==> config.mk <==
export PLATFORM = sky130hd
export DESIGN_NAME = serial_command_frame_display_slave
export DESIGN_NICKNAME = d
export VERILOG_FILES = /design/src/sv/scfd_pkg.sv /design/src/sv/scfd_frame.sv /design/src/sv/scfd_out.sv /design/src/sv/serial_command_frame_display_slave.sv
export SDC_FILE = /design/constraint.sdc
export NUM_CORES = 1
export LEC_CHECK = 0
export ABC_AREA = 1
export BUFFER_PORTS_ARGS = -buffer_cell sky130_fd_sc_hd__buf_2
export CAP_MARGIN = 0
export CORE_MARGIN = 2
export CORE_UTILIZATION = 55
export DETAILED_ROUTE_END_ITERATION = 8
export PLACE_DENSITY = 0.82
export SKIP_CTS_REPAIR_TIMING = 1
export SLEW_MARGIN = 30
export SYNTH_ARGS = -nofsm -noshare
export SYNTH_HDL_FRONTEND = slang
export SYNTH_SLANG_ARGS = --single-unit
==> constraint.sdc <==
create_clock -name i_clk -period 9.72 [get_ports i_clk]
set_input_delay 0.972 -clock i_clk [delete_from_list [all_inputs] [get_ports i_clk]]
set_output_delay 0.972 -clock i_clk [all_outputs]
set_load 0.01 [all_outputs]
==> src/sv/scfd_pkg.sv <==
// Package for the serial command frame display slave.
// Holds shared types, frame constants and the seven-segment lookup.
// No dependencies.
package scfd_pkg;

    localparam int          FRAME_BYTES = 9;
    localparam logic [3:0]  POS_LAST    = 4'd8;
    localparam logic [3:0]  POS_FIRST   = 4'd1;
    localparam logic [3:0]  POS_START   = 4'd0;

    localparam logic [7:0]  CMD_DISPLAY = 8'h30;
    localparam logic [7:0]  CMD_REPLY   = 8'h31;
    localparam logic [7:0]  CMD_SENSOR  = 8'h32;
    localparam logic [7:0]  ASCII_ZERO  = 8'h30;

    localparam logic [1:0]  CFG_UNIT_ADDR   = 2'd0;
    localparam logic [1:0]  CFG_HEADER_BYTE = 2'd1;
    localparam logic [1:0]  CFG_END_BYTE    = 2'd2;

    localparam logic [7:0]  RST_UNIT_ADDR   = 8'd57;
    localparam logic [7:0]  RST_HEADER_BYTE = 8'd126;
    localparam logic [7:0]  RST_END_BYTE    = 8'd127;

    localparam logic [3:0]  REP_HEADER = 4'd0;
    localparam logic [3:0]  REP_ID     = 4'd1;
    localparam logic [3:0]  REP_CMD    = 4'd2;
    localparam logic [3:0]  REP_SA     = 4'd6;
    localparam logic [3:0]  REP_SB     = 4'd7;
    localparam logic [3:0]  REP_END    = 4'd8;

    typedef struct packed {
        logic [7:0] unit_addr;
        logic [7:0] header_byte;
        logic [7:0] end_byte;
    } t_cfg;

    typedef struct packed {
        logic            valid;
        logic            is_reply;
        logic            sensor_a;
        logic            sensor_b;
        logic [4:0][7:0] segs;
    } t_event;

    function automatic logic [7:0] seg_of(input logic [7:0] c);
        logic [7:0] p;
        unique case (c)
            8'h30:   p = 8'hfc;
            8'h31:   p = 8'h60;
            8'h32:   p = 8'hda;
            8'h33:   p = 8'hf2;
            8'h34:   p = 8'h66;
            8'h35:   p = 8'hb6;
            8'h36:   p = 8'hbe;
            8'h37:   p = 8'he0;
            8'h38:   p = 8'hfe;
            8'h39:   p = 8'hf6;
            default: p = 8'h00;
        endcase
        return p;
    endfunction

endpackage

==> src/sv/scfd_frame.sv <==
// Frame collector: tracks byte position, stores frame bytes and decodes
// a completed frame into a display or reply event.
// Depends on scfd_pkg.
module scfd_frame (
    input  logic              i_clk,
    input  logic              i_rst_n,
    input  logic              i_accept,
    input  logic [7:0]        i_rx_byte,
    input  logic              i_sensor_a,
    input  logic              i_sensor_b,
    input  scfd_pkg::t_cfg    i_cfg,
    output logic              o_pos_last,
    output scfd_pkg::t_event  o_event
);

    logic [7:0] r_store [0:7];
    logic [3:0] r_pos;
    logic [3:0] n_pos;
    logic       complete;
    logic       match;

    always_comb begin
        if (r_pos == scfd_pkg::POS_START) begin
            n_pos = (i_rx_byte == i_cfg.header_byte) ? scfd_pkg::POS_FIRST
                                                     : scfd_pkg::POS_START;
        end else if (r_store[0] != i_cfg.header_byte) begin
            n_pos = scfd_pkg::POS_START;
        end else if (r_pos == scfd_pkg::POS_LAST) begin
            n_pos = scfd_pkg::POS_START;
        end else begin
            n_pos = r_pos + 4'd1;
        end
    end

    assign o_pos_last = (r_pos == scfd_pkg::POS_LAST);
    assign complete   = o_pos_last && (r_store[0] == i_cfg.header_byte);
    assign match      = (i_rx_byte == i_cfg.end_byte) && (r_store[1] == i_cfg.unit_addr);

    always_comb begin
        o_event.valid    = i_accept && complete && match &&
                           ((r_store[2] == scfd_pkg::CMD_DISPLAY) ||
                            (r_store[2] == scfd_pkg::CMD_SENSOR));
        o_event.is_reply = (r_store[2] == scfd_pkg::CMD_SENSOR);
        o_event.sensor_a = i_sensor_a;
        o_event.sensor_b = i_sensor_b;
        o_event.segs[0]  = scfd_pkg::seg_of(r_store[3]);
        o_event.segs[1]  = scfd_pkg::seg_of(r_store[4]);
        o_event.segs[2]  = scfd_pkg::seg_of(r_store[5]);
        o_event.segs[3]  = scfd_pkg::seg_of(r_store[6]);
        o_event.segs[4]  = scfd_pkg::seg_of(r_store[7]);
    end

    always_ff @(posedge i_clk) begin
        if (!i_rst_n) begin
            r_pos <= scfd_pkg::POS_START;
        end else if (i_accept) begin
            r_pos <= n_pos;
        end
    end

    always_ff @(posedge i_clk) begin
        if (i_accept && !r_pos[3]) begin
            r_store[r_pos[2:0]] <= i_rx_byte;
        end
    end

endmodule

==> src/sv/scfd_out.sv <==
// Result register and reply-frame sequencer.
// Loads display results directly and walks nine reply bytes one per transaction.
// Depends on scfd_pkg.
module scfd_out (
    input  logic              i_clk,
    input  logic              i_rst_n,
    input  scfd_pkg::t_event  i_event,
    input  scfd_pkg::t_cfg    i_cfg,
    input  logic              i_ready,
    output logic              o_valid,
    output logic              o_free,
    output logic              o_busy,
    output logic              o_kind,
    output logic [7:0]        o_tx_byte,
    output logic [4:0][7:0]   o_segs,
    output logic              o_last
);

    logic            r_valid;
    logic            r_kind;
    logic [7:0]      r_tx;
    logic [4:0][7:0] r_segs;
    logic            r_last;
    logic            r_busy;
    logic [3:0]      r_idx;
    logic            r_sa;
    logic            r_sb;
    logic [7:0]      rep_byte;

    always_comb begin
        unique case (r_idx)
            scfd_pkg::REP_HEADER: rep_byte = i_cfg.header_byte;
            scfd_pkg::REP_ID:     rep_byte = i_cfg.unit_addr;
            scfd_pkg::REP_CMD:    rep_byte = scfd_pkg::CMD_REPLY;
            scfd_pkg::REP_SA:     rep_byte = scfd_pkg::ASCII_ZERO | {7'd0, r_sa};
            scfd_pkg::REP_SB:     rep_byte = scfd_pkg::ASCII_ZERO | {7'd0, r_sb};
            scfd_pkg::REP_END:    rep_byte = i_cfg.end_byte;
            default:              rep_byte = scfd_pkg::ASCII_ZERO;
        endcase
    end

    assign o_free = !r_valid || i_ready;

    always_ff @(posedge i_clk) begin
        if (!i_rst_n) begin
            r_valid <= 1'b0;
            r_busy  <= 1'b0;
            r_idx   <= scfd_pkg::REP_HEADER;
        end else if (o_free) begin
            priority if (r_busy) begin
                r_valid <= 1'b1;
                r_kind  <= 1'b1;
                r_tx    <= rep_byte;
                r_segs  <= '0;
                r_last  <= (r_idx == scfd_pkg::REP_END);
                r_busy  <= (r_idx != scfd_pkg::REP_END);
                r_idx   <= r_idx + 4'd1;
            end else if (i_event.valid && i_event.is_reply) begin
                r_valid <= 1'b1;
                r_kind  <= 1'b1;
                r_tx    <= i_cfg.header_byte;
                r_segs  <= '0;
                r_last  <= 1'b0;
                r_busy  <= 1'b1;
                r_idx   <= scfd_pkg::REP_ID;
                r_sa    <= i_event.sensor_a;
                r_sb    <= i_event.sensor_b;
            end else if (i_event.valid) begin
                r_valid <= 1'b1;
                r_kind  <= 1'b0;
                r_tx    <= 8'd0;
                r_segs  <= i_event.segs;
                r_last  <= 1'b1;
            end else begin
                r_valid <= 1'b0;
            end
        end
    end

    assign o_valid   = r_valid;
    assign o_busy    = r_busy;
    assign o_kind    = r_kind;
    assign o_tx_byte = r_tx;
    assign o_segs    = r_segs;
    assign o_last    = r_last;

endmodule

==> src/sv/serial_command_frame_display_slave.sv <==
// Serial command frame display slave, top level.
// A frame-completing byte shows its first result in the cycle after acceptance.
// Throughput: one byte per cycle; a byte that completes a frame waits for a free
// result register, and a sensor reply holds off input until its last reply byte
// is in the result register.
// Reset: synchronous active-low i_rst_n; config registers go to defaults, position to 0.
module serial_command_frame_display_slave (
    input  logic       i_clk,
    input  logic       i_rst_n,
    input  logic       i_cfg_we,
    input  logic [1:0] i_cfg_idx,
    input  logic [7:0] i_cfg_data,
    input  logic       i_valid,
    output logic       o_ready,
    input  logic [7:0] i_rx_byte,
    input  logic       i_sensor_a,
    input  logic       i_sensor_b,
    output logic       o_valid,
    input  logic       i_ready,
    output logic       o_kind,
    output logic [7:0] o_tx_byte,
    output logic [7:0] o_seg_first,
    output logic [7:0] o_seg_second,
    output logic [7:0] o_seg_third,
    output logic [7:0] o_seg_fourth,
    output logic [7:0] o_seg_fifth,
    output logic       o_last
);

    scfd_pkg::t_cfg   r_cfg;
    scfd_pkg::t_event frame_event;
    logic             pos_last;
    logic             out_free;
    logic             out_busy;
    logic             accept;
    logic [4:0][7:0]  segs;

    always_ff @(posedge i_clk) begin
        if (!i_rst_n) begin
            r_cfg.unit_addr   <= scfd_pkg::RST_UNIT_ADDR;
            r_cfg.header_byte <= scfd_pkg::RST_HEADER_BYTE;
            r_cfg.end_byte    <= scfd_pkg::RST_END_BYTE;
        end else if (i_cfg_we) begin
            unique case (i_cfg_idx)
                scfd_pkg::CFG_UNIT_ADDR:   r_cfg.unit_addr   <= i_cfg_data;
                scfd_pkg::CFG_HEADER_BYTE: r_cfg.header_byte <= i_cfg_data;
                scfd_pkg::CFG_END_BYTE:    r_cfg.end_byte    <= i_cfg_data;
                default: ;
            endcase
        end
    end

    assign o_ready = !out_busy && (!pos_last || out_free);
    assign accept  = i_valid && o_ready;

    scfd_frame u_frame (
        .i_clk      (i_clk),
        .i_rst_n    (i_rst_n),
        .i_accept   (accept),
        .i_rx_byte  (i_rx_byte),
        .i_sensor_a (i_sensor_a),
        .i_sensor_b (i_sensor_b),
        .i_cfg      (r_cfg),
        .o_pos_last (pos_last),
        .o_event    (frame_event)
    );

    scfd_out u_out (
        .i_clk     (i_clk),
        .i_rst_n   (i_rst_n),
        .i_event   (frame_event),
        .i_cfg     (r_cfg),
        .i_ready   (i_ready),
        .o_valid   (o_valid),
        .o_free    (out_free),
        .o_busy    (out_busy),
        .o_kind    (o_kind),
        .o_tx_byte (o_tx_byte),
        .o_segs    (segs),
        .o_last    (o_last)
    );

    assign o_seg_first  = segs[0];
    assign o_seg_second = segs[1];
    assign o_seg_third  = segs[2];
    assign o_seg_fourth = segs[3];
    assign o_seg_fifth  = segs[4];

endmodule

==> results by group, run 1 <==
Worst setup path
  • Max stage delay on crit path: roughly 0.56 ns
  • CP endpoint: u_out.o_segs[2]
  • RR Startpoint: u_frame.r_pos[0]
  • R2R Path End: u_out.o_segs[2]
  • WP depth: 10
  • WP buf/inv: 2
  • Worst Setup Path Type: flop to flop
  • Worst EP arrival: about 3.2 ns
  • Slowest CP cell: a211oi_4
  • Critical Path RT: between 9 and 10 ns
  • CP top delay family: compound AO/OA/AOI/OAI gates
  • Reg-to-reg slack, setup: 6.62 ns
  • Endpoint type of the worst setup path: flop
  • Cell breakdown of the critical path: clkinv_1, ha_1, nand2_1, nor2_2, a21oi_2, nand2_4, nor2_4, nand3_1, a211oi_4, buf_4
  • Critical path fanouts, max: 37
  • CP startpoint: u_frame.r_pos[0]
  • R2R depth: 10
  • CP Launch Type: flop

Timing
  • Slew HR: between 40% and 50%
  • RSZ-0062 raised after global routing: false
  • Post-route minimum period: roughly 3.1 ns
  • Max-slew violations: 0
  • Peak Freq: around 0.32 GHz
  • Setup TNS: 0 ns
  • Setup Viol. Count Final: 0
  • Fin crit share: roughly a third
  • Endpoints failing hold: 0
  • Least-Margin Pin Slew: approximately 0.85 ns
  • Fin Clk Skew: between 0.007 and 0.008 ns

Power
  • Pleak: 3.293 nW
  • Pint: approximately 1.1 mW
  • Maximum vdd drop: 0.1561 mV
  • Combinational Power Share: approximately 3.6%
  • Register share of total power: around 49%
  • Power density over the cells: 176.5 nW/um^2
  • Net Sw Frac: 21.10%
  • Clk pwr share: 47.4%
  • Psw: 291.1 uW

Synthesis
  • Main flop type after synthesis: edfxtp_1
  • Ys async rst share: 0%
  • FF+latch count, synth: roughly 150
  • Syn Area/Cell: between 9 and 10 um^2
  • Synth Cell Area: 6710 um^2
  • Post-synthesis cell count: around 700
  • Yosys Warn Count: 0
  • EDFF count, synth: approximately 110
  • Seq/Total Area, Yosys: 59.82%
  • Post-synth cell types: 39

Floorplan
  • Initial core utilization: between 50 and 60%
  • DIE WIDTH: roughly 110 um
  • Die ar.: 13,100 um^2
  • Number of top-level pins: 77
  • Core Area: between 10,000 and 15,000 um^2
  • Die height: 114.5 um
  • Row count: 40

Global route
  • Vias in the first global route: around 5,100
  • First-pass GRT wire length: approximately 26,000 um
  • Global-route usage over all layers: around a quarter
  • Largest net degree at the start of global routing: 40
  • Grt ovf: 0
  • Initial antenna violation count: 1

Layout
  • Area growth, synth to finish: 16.45%
  • Commonest non-fill, non-tap cell in the layout: nand2_1
  • # fillers: around 900
  • Most frequent cells in the layout: nand2_1, edfxtp_1, inv_1
  • Proportion of layout cells with a drive suffix above 1: between 15 and 20%
  • Nets@finish: between 800 and 900
  • Non-Filler Instances: about 950

Drt
  • Post-route ant nets: 0
  • DR DRC count: 0
  • Total wire length: between 15,000 and 20,000 um
  • Routed vias/inst: 5.679
  • DRT Pass-1 Iters: 6
  • Vias: between 5,000 and 6,000
  • DR WL/cell: between 15 and 20 um
  • DRT iter0 DRCs: about 580

Placement
  • Routability Congestion: about 0.92
  • Dpl hpwl: between 10,000 and 15,000 um
  • Dpl cells: a little over 900
  • # port buffers: 71

Clocking
  • CTS tree: done
  • Clock root buffer master: clkbuf_16
  • Inserted Clock Buffers: 17
  • TritonCTS Sinks: around 150
  • H-tree levels: 4
  • Clock slew at reported path FFs: ~0.060 ns
  • Clock Latency Late Sink: around 0.42 ns
  • CTS max path bufs: 2

Hold path
  • Hold Path Class: flop to flop
  • Hold Startpoint: u_out.r_idx[3]

Status
  • Status: finished, final reports clean

Run
  • Max Cap Viol: 0
[flip-flops by register name, summed over array words and instances (netlist names)]
register and flops:
r_cfg 24, u_frame.r_pos 4, u_frame.r_store 64, u_out.o_busy 1
u_out.o_kind 1, u_out.o_last 1, u_out.o_segs 35, u_out.o_tx_byte 8
u_out.o_valid 1, u_out.r_idx 4, u_out.r_sa 1, u_out.r_sb 1
[worst min path at each step]
stage,depth (start not counted),endpoint,slack [ns]
final,2,u_out.r_idx[3],0.51
after global routing,2,u_out.r_idx[3],0.52
after CTS,2,u_out.r_idx[3],0.50
after detailed placement,2,u_out.r_idx[3],0.49
after global placement,2,u_out.r_idx[3],0.48
after floorplan,2,r_cfg[23],0.46
[power by group through the flow]
stage               sequential, mW  clock (mW)  combinational (mW)
CTS                          0.676       0.660              0.0497
finish                       0.676       0.653              0.0501
global placement             0.689           0              0.0472
detailed placement           0.689           0              0.0493
floorplan                    0.687           0              0.0304
global route                 0.676       0.687              0.0556
[cell usage after synthesis (3+ instances only)]
| cell type | instances | area share [%] |
|---|---|---|
| xor2_1 | 8 | 1.0 |
| o22ai_1 | 12 | 1.1 |
| buf_4 | 5 | 0.56 |
| inv_1 | 107 | 6.0 |
| nand4_1 | 9 | 0.84 |
| xnor2_1 | 8 | 1.0 |
| nand2_1 | 122 | 6.8 |
| buf_6 | 3 | 0.50 |
| clkbuf_1 | 8 | 0.45 |
| o211ai_1 | 17 | 1.9 |
| nor4_1 | 12 | 1.1 |
| nor3_1 | 31 | 2.3 |
| edfxtp_1 | 111 | 50 |
| o21ai_0 | 24 | 1.8 |
| a21oi_1 | 33 | 2.5 |
| a41oi_1 | 3 | 0.39 |
| a31oi_1 | 4 | 0.37 |
| nor2_1 | 93 | 5.2 |
| dfxtp_1 | 34 | 10 |
| ha_1 | 6 | 1.1 |
| nand3_1 | 29 | 2.2 |
[routing by layer]
layer	track usage, %	routed length [um]	share of wire, %	up-vias
met5	0	0	0	-
met4	8.862	350	2.2	0
met3	7.676	1368	8.6	37
met2	42.56	7669	48	262
met1	32.84	6549	41	2535
li1	-	-	-	2544
[stage by stage]
step | setup WS, ns | hold slack, ns | util (%) | area (um^2) | total power, mW
CTS | 6.591 | 0.4999 | 65.30 | 7811 | 1.386
global placement | 6.411 | 0.4829 | 60.26 | 7208 | 0.7358
finish | 6.615 | 0.5111 | 65.32 | 7814 | 1.379
global route | 6.348 | 0.5183 | 65.30 | 7811 | 1.418
floorplan | 4.238 | 0.4638 | - | 6725 | 0.7172
detailed placement | 6.206 | 0.4916 | 60.35 | 7218 | 0.7379
[cell families after synthesis]
logic type / share of synthesized area [%]
flops: 59.82
other cells: 0.05589
simple gates: 20.66
compound gates: 8.633
fa+ha+maj: 1.119
buf+inv: 7.626
xor+xnor: 2.088
[worst register-to-register path, cell delays in order (launching register included)]
cell,delay (ns)
dfxtp_1,0.34
clkinv_1,0.23
ha_1,0.31
nand2_1,0.08
nor2_2,0.05
a21oi_2,0.21
nand2_4,0.10
nor2_4,0.17
nand3_1,0.16
a211oi_4,0.56
buf_4,0.51
[cell type report]
class | count | area (um^2) | area share (%)
Timing Repair Buffer | 76 | 392.9 | 5.028
Tap cell | 147 | 183.9 | 2.354
Multi-Input combinational cell | 438 | 2222 | 28.44
Clock buffer | 18 | 429.2 | 5.492
Clock inverter | 14 | 163.9 | 2.098
Antenna cell | 1 | 2.502 | 0.03203
Sequential cell | 145 | 4014 | 51.37
Inverter | 108 | 405.4 | 5.188
(Power assumes the default switching activity.)
==> run 2: changes to the inputs <==
- ABC_AREA: 1 -> 0
- CORE_UTILIZATION: 55 -> 53
- clock period: 9.72 -> 2.7 ns (I/O delays scaled with it)
==> run 2 against run 1 <==
  * Maximum frequency grew 23%
  * Routed wire length shrank 9.9%
  * Clock skew grew 0.0024 ns
  * Setup slack lost 6.4 ns
  * Synthesized cell count shrank 13%
  * Final cell count shrank 8.6%
  * Area after synthesis shrank 0.41%
  * Critical path type unchanged
  * Largest power group unchanged
==> results by group, run 2 <==
Status
  • Status: finished, final reports clean

Timing
  • Fin Clk Skew: between 0.01 and 0.015 ns
  • Setup TNS: 0 ns
  • Setup Viol. Count Final: 0
  • Post-route minimum period: between 2 and 3 ns
  • RSZ-0062 raised after global routing: false
  • Fin crit share: roughly 93%
  • Peak Freq: ~0.40 GHz
  • Max-slew violations: 0
  • Slew HR: ~51%
  • Endpoints failing hold: 0
  • Least-Margin Pin Slew: around 0.73 ns

Worst setup path
  • Cell breakdown of the critical path: inv_1, ha_1, and3b_1, a211o_1, nor3_4, a31o_2, buf_4, nor2_1
  • Slowest CP cell: dfxtp_1
  • Max stage delay on crit path: roughly 0.46 ns
  • WP buf/inv: 2
  • CP Launch Type: flop
  • CP top delay family: compound AO/OA/AOI/OAI gates
  • Critical path fanouts, max: 14
  • Worst Setup Path Type: flop to flop
  • R2R depth: 8
  • R2R Path End: u_out.o_segs[7]
  • RR Startpoint: u_frame.r_pos[1]
  • Endpoint type of the worst setup path: flop
  • Reg-to-reg slack, setup: 0.18 ns
  • Critical Path RT: 2.88 ns
  • Worst EP arrival: ~2.7 ns

Synthesis
  • EDFF count, synth: between 100 and 150
  • FF+latch count, synth: ~150
  • Synth area leader: edfxtp_1
  • Most frequent cell after synthesis: edfxtp_1
  • Syn Area/Cell: approximately 11 um^2
  • Post-synth cell types: 52
  • Main flop type after synthesis: edfxtp_1
  • Synth Cell Area: 6683 um^2
  • Ys async rst share: 0%
  • Post-synthesis cell count: around 610
  • Seq/Total Area, Yosys: between 60 and 70%
  • Yosys Warn Count: 0
  • Area contributors post-synth: edfxtp_1, dfxtp_1, nand2_1
  • Post-synth top area share: about half
  • Synth cell count leaders: edfxtp_1, nand2_1, nor2_1

Layout
  • # fillers: roughly 950
  • Antenna diodes: 0
  • Area growth, synth to finish: 16.83%
  • Proportion of layout cells with a drive suffix above 1: approximately 18%
  • Most frequent cells in the layout: edfxtp_1, nand2_1, buf_2
  • FF/Latch Area: 4014 um^2
  • Max FFs per register: 64
  • Nets@finish: 712
  • Commonest non-fill, non-tap cell in the layout: edfxtp_1
  • Area of the multi-input gates: between 2000 and 2500 um^2

Global route
  • Grt ovf: 0
  • First-pass GRT wire length: ~22,000 um
  • Global-route usage over all layers: 22.14%
  • Largest net degree at the start of global routing: 38
  • Initial antenna violation count: 0
  • Vias in the first global route: around 4,600

Floorplan
  • Initial core utilization: around 54%
  • Row count: 41
  • Die ar.: around 14,000 um^2
  • Number of top-level pins: between 70 and 80
  • DIE WIDTH: about 120 um
  • Die height: approximately 120 um
  • Core Area: roughly 12,000 um^2

Clocking
  • H-tree levels: 4
  • Clock root buffer master: clkbuf_16
  • TritonCTS Sinks: 145
  • CTS max path bufs: 2
  • Inserted Clock Buffers: 17
  • Clock Latency Late Sink: roughly 0.43 ns
  • CTS tree: done
  • Clock slew at reported path FFs: 0.06 ns

Hold path
  • Worst Hold End: u_out.r_sa
  • Hold Path Class: input pin to flop
  • Hold Startpoint: i_sensor_a
  • Hold Path Depth: 1

Drt
  • DRT iter0 DRCs: between 400 and 500
  • DR WL/cell: 16.59 um
  • Post-route ant nets: 0
  • DRT Pass-1 Iters: 5
  • DR DRC count: 0
  • Vias: a little under 5,000
  • Routed vias/inst: 5.711
  • Total wire length: roughly 14,000 um

Placement
  • Routability Congestion: between 0.9 and 1
  • # port buffers: 71
  • Dpl hpwl: just under 10,000 um

Power
  • Power density over the cells: just over 600 nW/um^2
  • Maximum vdd drop: roughly 0.47 mV
  • Pwr Total: between 4 and 5 mW
  • Pleak: roughly 2.8 nW

Run
  • Max Cap Viol: 0
[run 2: layout make-up]
type	instances	area share, %
Clock buffer	21	6.314
Sequential cell	145	51.41
Timing Repair Buffer	87	6.410
Multi-Input combinational cell	420	31.43
Clock inverter	11	1.202
Tap cell	172	2.756
Inverter	10	0.4808
[run 2: how the worst max path moves through the flow]
stage	from	slack, ns	cells after the start	end
finish	u_frame.r_pos[1]	0.18	8	u_out.o_segs[7]
global route	u_frame.r_pos[0]	0.04	8	u_out.o_segs[22]
CTS	u_frame.r_pos[1]	0.22	8	u_out.o_segs[22]
detailed placement	u_frame.r_pos[1]	0.26	8	u_out.o_segs[22]
global placement	u_frame.r_pos[1]	0.35	8	u_out.o_segs[12]
floorplan	u_frame.r_pos[1]	0.01	7	u_out.o_kind
[run 2: metal layers]
metal	wire length, um	track usage, %	vias up
li1	-	-	2345
met1	5688	26.87	2317
met2	7196	37.36	243
met3	1052	5.397	41
met4	426	10.40	0
met5	0	0	-
[run 2: power by group]
| group | leakage (nW) | switching [mW] | internal [mW] |
|---|---|---|---|
| clock | 0.287 | 0.938 | 1.33 |
| combinational | 1.31 | 0.0974 | 0.0619 |
| sequential | 1.24 | 0.0288 | 2.41 |
[run 2: cell families (layout without fill, tap and decap cells)]
| group | Yosys count | after routing | synth area share [%] |
|---|---|---|---|
| simple gates | 259 | 259 | 18.82 |
| mux | 11 | 11 | 1.648 |
| buf+inv | 52 | 129 | 3.557 |
| fa+ha+maj | 6 | 6 | 1.123 |
| other cells | 1 | 5 | 0.05612 |
| flops | 145 | 145 | 60.06 |
| compound gates | 107 | 107 | 10.54 |
| xor+xnor | 32 | 32 | 4.194 |
[run 2: per-stage QoR]
| stage | setup WS (ns) | utilization, % | hold WS, ns | cells | instance area, um^2 |
|---|---|---|---|---|---|
| 6_report | 0.1775 | 62.63 | 0.01292 | 866 | 7807 |
| 5_1_grt | 0.04471 | 62.63 | 0.006680 | 866 | 7807 |
| 4_1_cts | 0.2173 | 62.63 | 0.00003220 | 866 | 7807 |
| 3_5_place_dp | 0.2601 | 57.92 | 0.4509 | 834 | 7221 |
| 3_3_place_gp | 0.3518 | 57.92 | 0.4537 | 834 | 7221 |
| 2_1_floorplan | 0.01418 | - | 0.3689 | 617 | 6705 |
==> run 3: changes to the inputs <==
--- a/config.mk
+++ b/config.mk
@@ -15,2 +15,3 @@
 export SKIP_CTS_REPAIR_TIMING = 1
+export SKIP_LAST_GASP = 1
 export SLEW_MARGIN = 30
@@ -19 +20,2 @@
 export SYNTH_SLANG_ARGS = --single-unit
+export TNS_END_PERCENT = 30
==> constraint.sdc (replaced) <==
create_clock -name i_clk -period 2.7 [get_ports i_clk]
set_input_delay 0.135 -clock i_clk [delete_from_list [all_inputs] [get_ports i_clk]]
set_output_delay 0.135 -clock i_clk [all_outputs]
set_load 0.01 [all_outputs]
==> run 3 against run 2 <==
  * The flow now finishes with violations (negative hold slack)
  * Combinational power increased by 6%
  * Highest routed layer unchanged
  * Maximum frequency is 0.28% higher
  * Worst hold slack got worse by 0.028 ns
==> results by group, run 3 (synthesized netlist as in run 2, its figures left out) <==
Layout
  • Most frequent cells in the layout: edfxtp_1, nand2_1, buf_2
  • Finished Cell Area: roughly 7900 um^2
  • Proportion of layout cells with a drive suffix above 1: roughly 17%
  • Nets@finish: between 700 and 800
  • FF/Latch Area: 4014 um^2
  • Area growth, synth to finish: 18.63%
  • # fillers: between 900 and 1,000
  • Commonest non-fill, non-tap cell in the layout: edfxtp_1
  • Area of the multi-input gates: 2454 um^2
  • Max FFs per register: 64
  • Antenna diodes: 0

Clocking
  • Clock slew at reported path FFs: around 0.06 ns
  • TritonCTS Sinks: 145
  • Inserted Clock Buffers: 17
  • Clock Latency Late Sink: between 0.4 and 0.5 ns
  • Clock root buffer master: clkbuf_16
  • H-tree levels: 4
  • CTS max path bufs: 2
  • CTS tree: done

Timing
  • Slew HR: a little under half
  • Least-Margin Pin Slew: 0.7974 ns
  • Setup Viol. Count Final: 0
  • Fin Clk Skew: ~0.0096 ns
  • Peak Freq: just under 0.4 GHz
  • Post-route minimum period: about 2.5 ns
  • RSZ-0062 raised after global routing: false
  • WHS: -0.01475 ns
  • Max-slew violations: 0
  • Endpoints failing hold: 2
  • Fin crit share: roughly 93%
  • Setup TNS: 0 ns

Worst setup path
  • Worst EP arrival: ~2.7 ns
  • Critical path fanouts, max: 14
  • R2R depth: 8
  • R2R Path End: u_out.o_segs[4]
  • Reg-to-reg slack, setup: approximately 0.18 ns
  • Endpoint type of the worst setup path: flop
  • Worst Setup Path Type: flop to flop
  • Critical Path RT: roughly 2.9 ns
  • CP Launch Type: flop
  • RR Startpoint: u_frame.r_pos[1]

Power
  • Clk pwr share: 48.1%
  • Combinational Power Share: 3.4%
  • Net Sw Frac: 20.03%
  • Power density over the cells: roughly 630 nW/um^2
  • Maximum vdd drop: between 0.5 and 0.6 mV
  • Psw: just over 1 mW
  • Register share of total power: ~49%
  • Pwr Total: a little over 5 mW
  • Pleak: about 2.9 nW
  • Pint: 4.019 mW

Floorplan
  • Row count: 41
  • Core Area: 12,470 um^2
  • DIE WIDTH: 116.3 um
  • Die height: between 100 and 150 um
  • Die ar.: ~14,000 um^2
  • Number of top-level pins: 77
  • Initial core utilization: around 54%

Drt
  • Routed wl met2: slightly above 7000 um
  • DR DRC count: 0
  • Routed vias/inst: 5.643
  • Met3 wire length: 978 um
  • M1 WL: ~5700 um
  • Vias: between 4,000 and 5,000
  • Total wire length: between 10,000 and 15,000 um
  • Post-route ant nets: 0
  • DRT Pass-1 Iters: 5
  • DRT iter0 DRCs: 420
  • DR WL/cell: between 15 and 20 um
  • Top Layer Used: met4

Global route
  • Initial antenna violation count: 0
  • Global-route usage over all layers: about 22%
  • Largest net degree at the start of global routing: 38
  • Vias in the first global route: 4,592
  • Grt ovf: 0
  • First-pass GRT wire length: approximately 22,000 um

Placement
  • Placement Cell Area: 7221 um^2
  • Dpl hpwl: around 9700 um
  • Routability Congestion: a little over 0.9
  • # port buffers: 71

Hold path
  • Hold Path Depth: 3
  • Worst Hold End: r_cfg[7]
  • Hold Startpoint: i_cfg_data[7]
  • Hold Path Class: input pin to flop

Status
  • Status: complete, but fails checks
  • Failing checks: negative hold slack

Run
  • Max Cap Viol: 0
-- run 3: cell count changes in the layout (fill, tap and decap cells not counted), sizes merged --
cell and change:
inv -3, dlygate4sd3 +9, clkinvlp +2, bufinv +4
clkbuf -3
-- run 3: worst max path at each step --
stage,from,endpoint,slack [ns],depth (start not counted)
after floorplan,u_frame.r_pos[1],u_out.o_kind,0.01,7
final,u_frame.r_pos[1],u_out.o_segs[4],0.18,8
after global routing,u_frame.r_pos[0],u_out.o_segs[22],0.05,8
after CTS,u_frame.r_pos[1],u_out.o_segs[4],0.20,8
after global placement,u_frame.r_pos[1],u_out.o_segs[12],0.33,8
after detailed placement,u_frame.r_pos[1],u_out.o_segs[22],0.21,8
-- run 3: layer usage --
layer,vias to the layer above,track usage (%)
met5,-,0
met4,0,10.56
met3,41,5.708
met2,216,36.12
met1,2322,26.79
li1,2359,-
-- run 3: power by group through the flow --
stage | Combinational [mW] | Clock, mW | Sequential [mW]
after CTS | 0.158 | 2.45 | 2.44
after global placement | 0.151 | 0 | 2.48
after global routing | 0.185 | 2.55 | 2.44
after floorplan | 0.0916 | 0 | 2.47
after detailed placement | 0.156 | 0 | 2.48
final | 0.168 | 2.42 | 2.44
-- run 3: area by class of cell --
type	instances	area share [%]
Sequential cell	145	50.63
Multi-Input combinational cell	420	30.95
Timing Repair Buffer	96	7.449
Clock buffer	18	5.414
Tap cell	172	2.715
Clock inverter	14	2.367
Inverter	10	0.4735
-- run 3: critical path: stages, from the launching register on --
cell     delay (ns)
dfxtp_1        0.44
inv_1          0.10
ha_1           0.22
and3b_1        0.23
a211o_1        0.34
nor3_4         0.21
a31o_2         0.45
buf_4          0.22
nor2_1         0.06
-- run 3: through the flow --
step	hold WS, ns	std cells	setup WS [ns]	util, %
floorplan	0.2339	617	0.01418	-
global placement	0.3264	834	0.3326	57.92
detailed placement	0.3275	834	0.2149	57.92
CTS	-0.1105	866	0.2023	62.87
global route	0.003997	875	0.05194	63.60
finish	-0.01475	875	0.1845	63.60
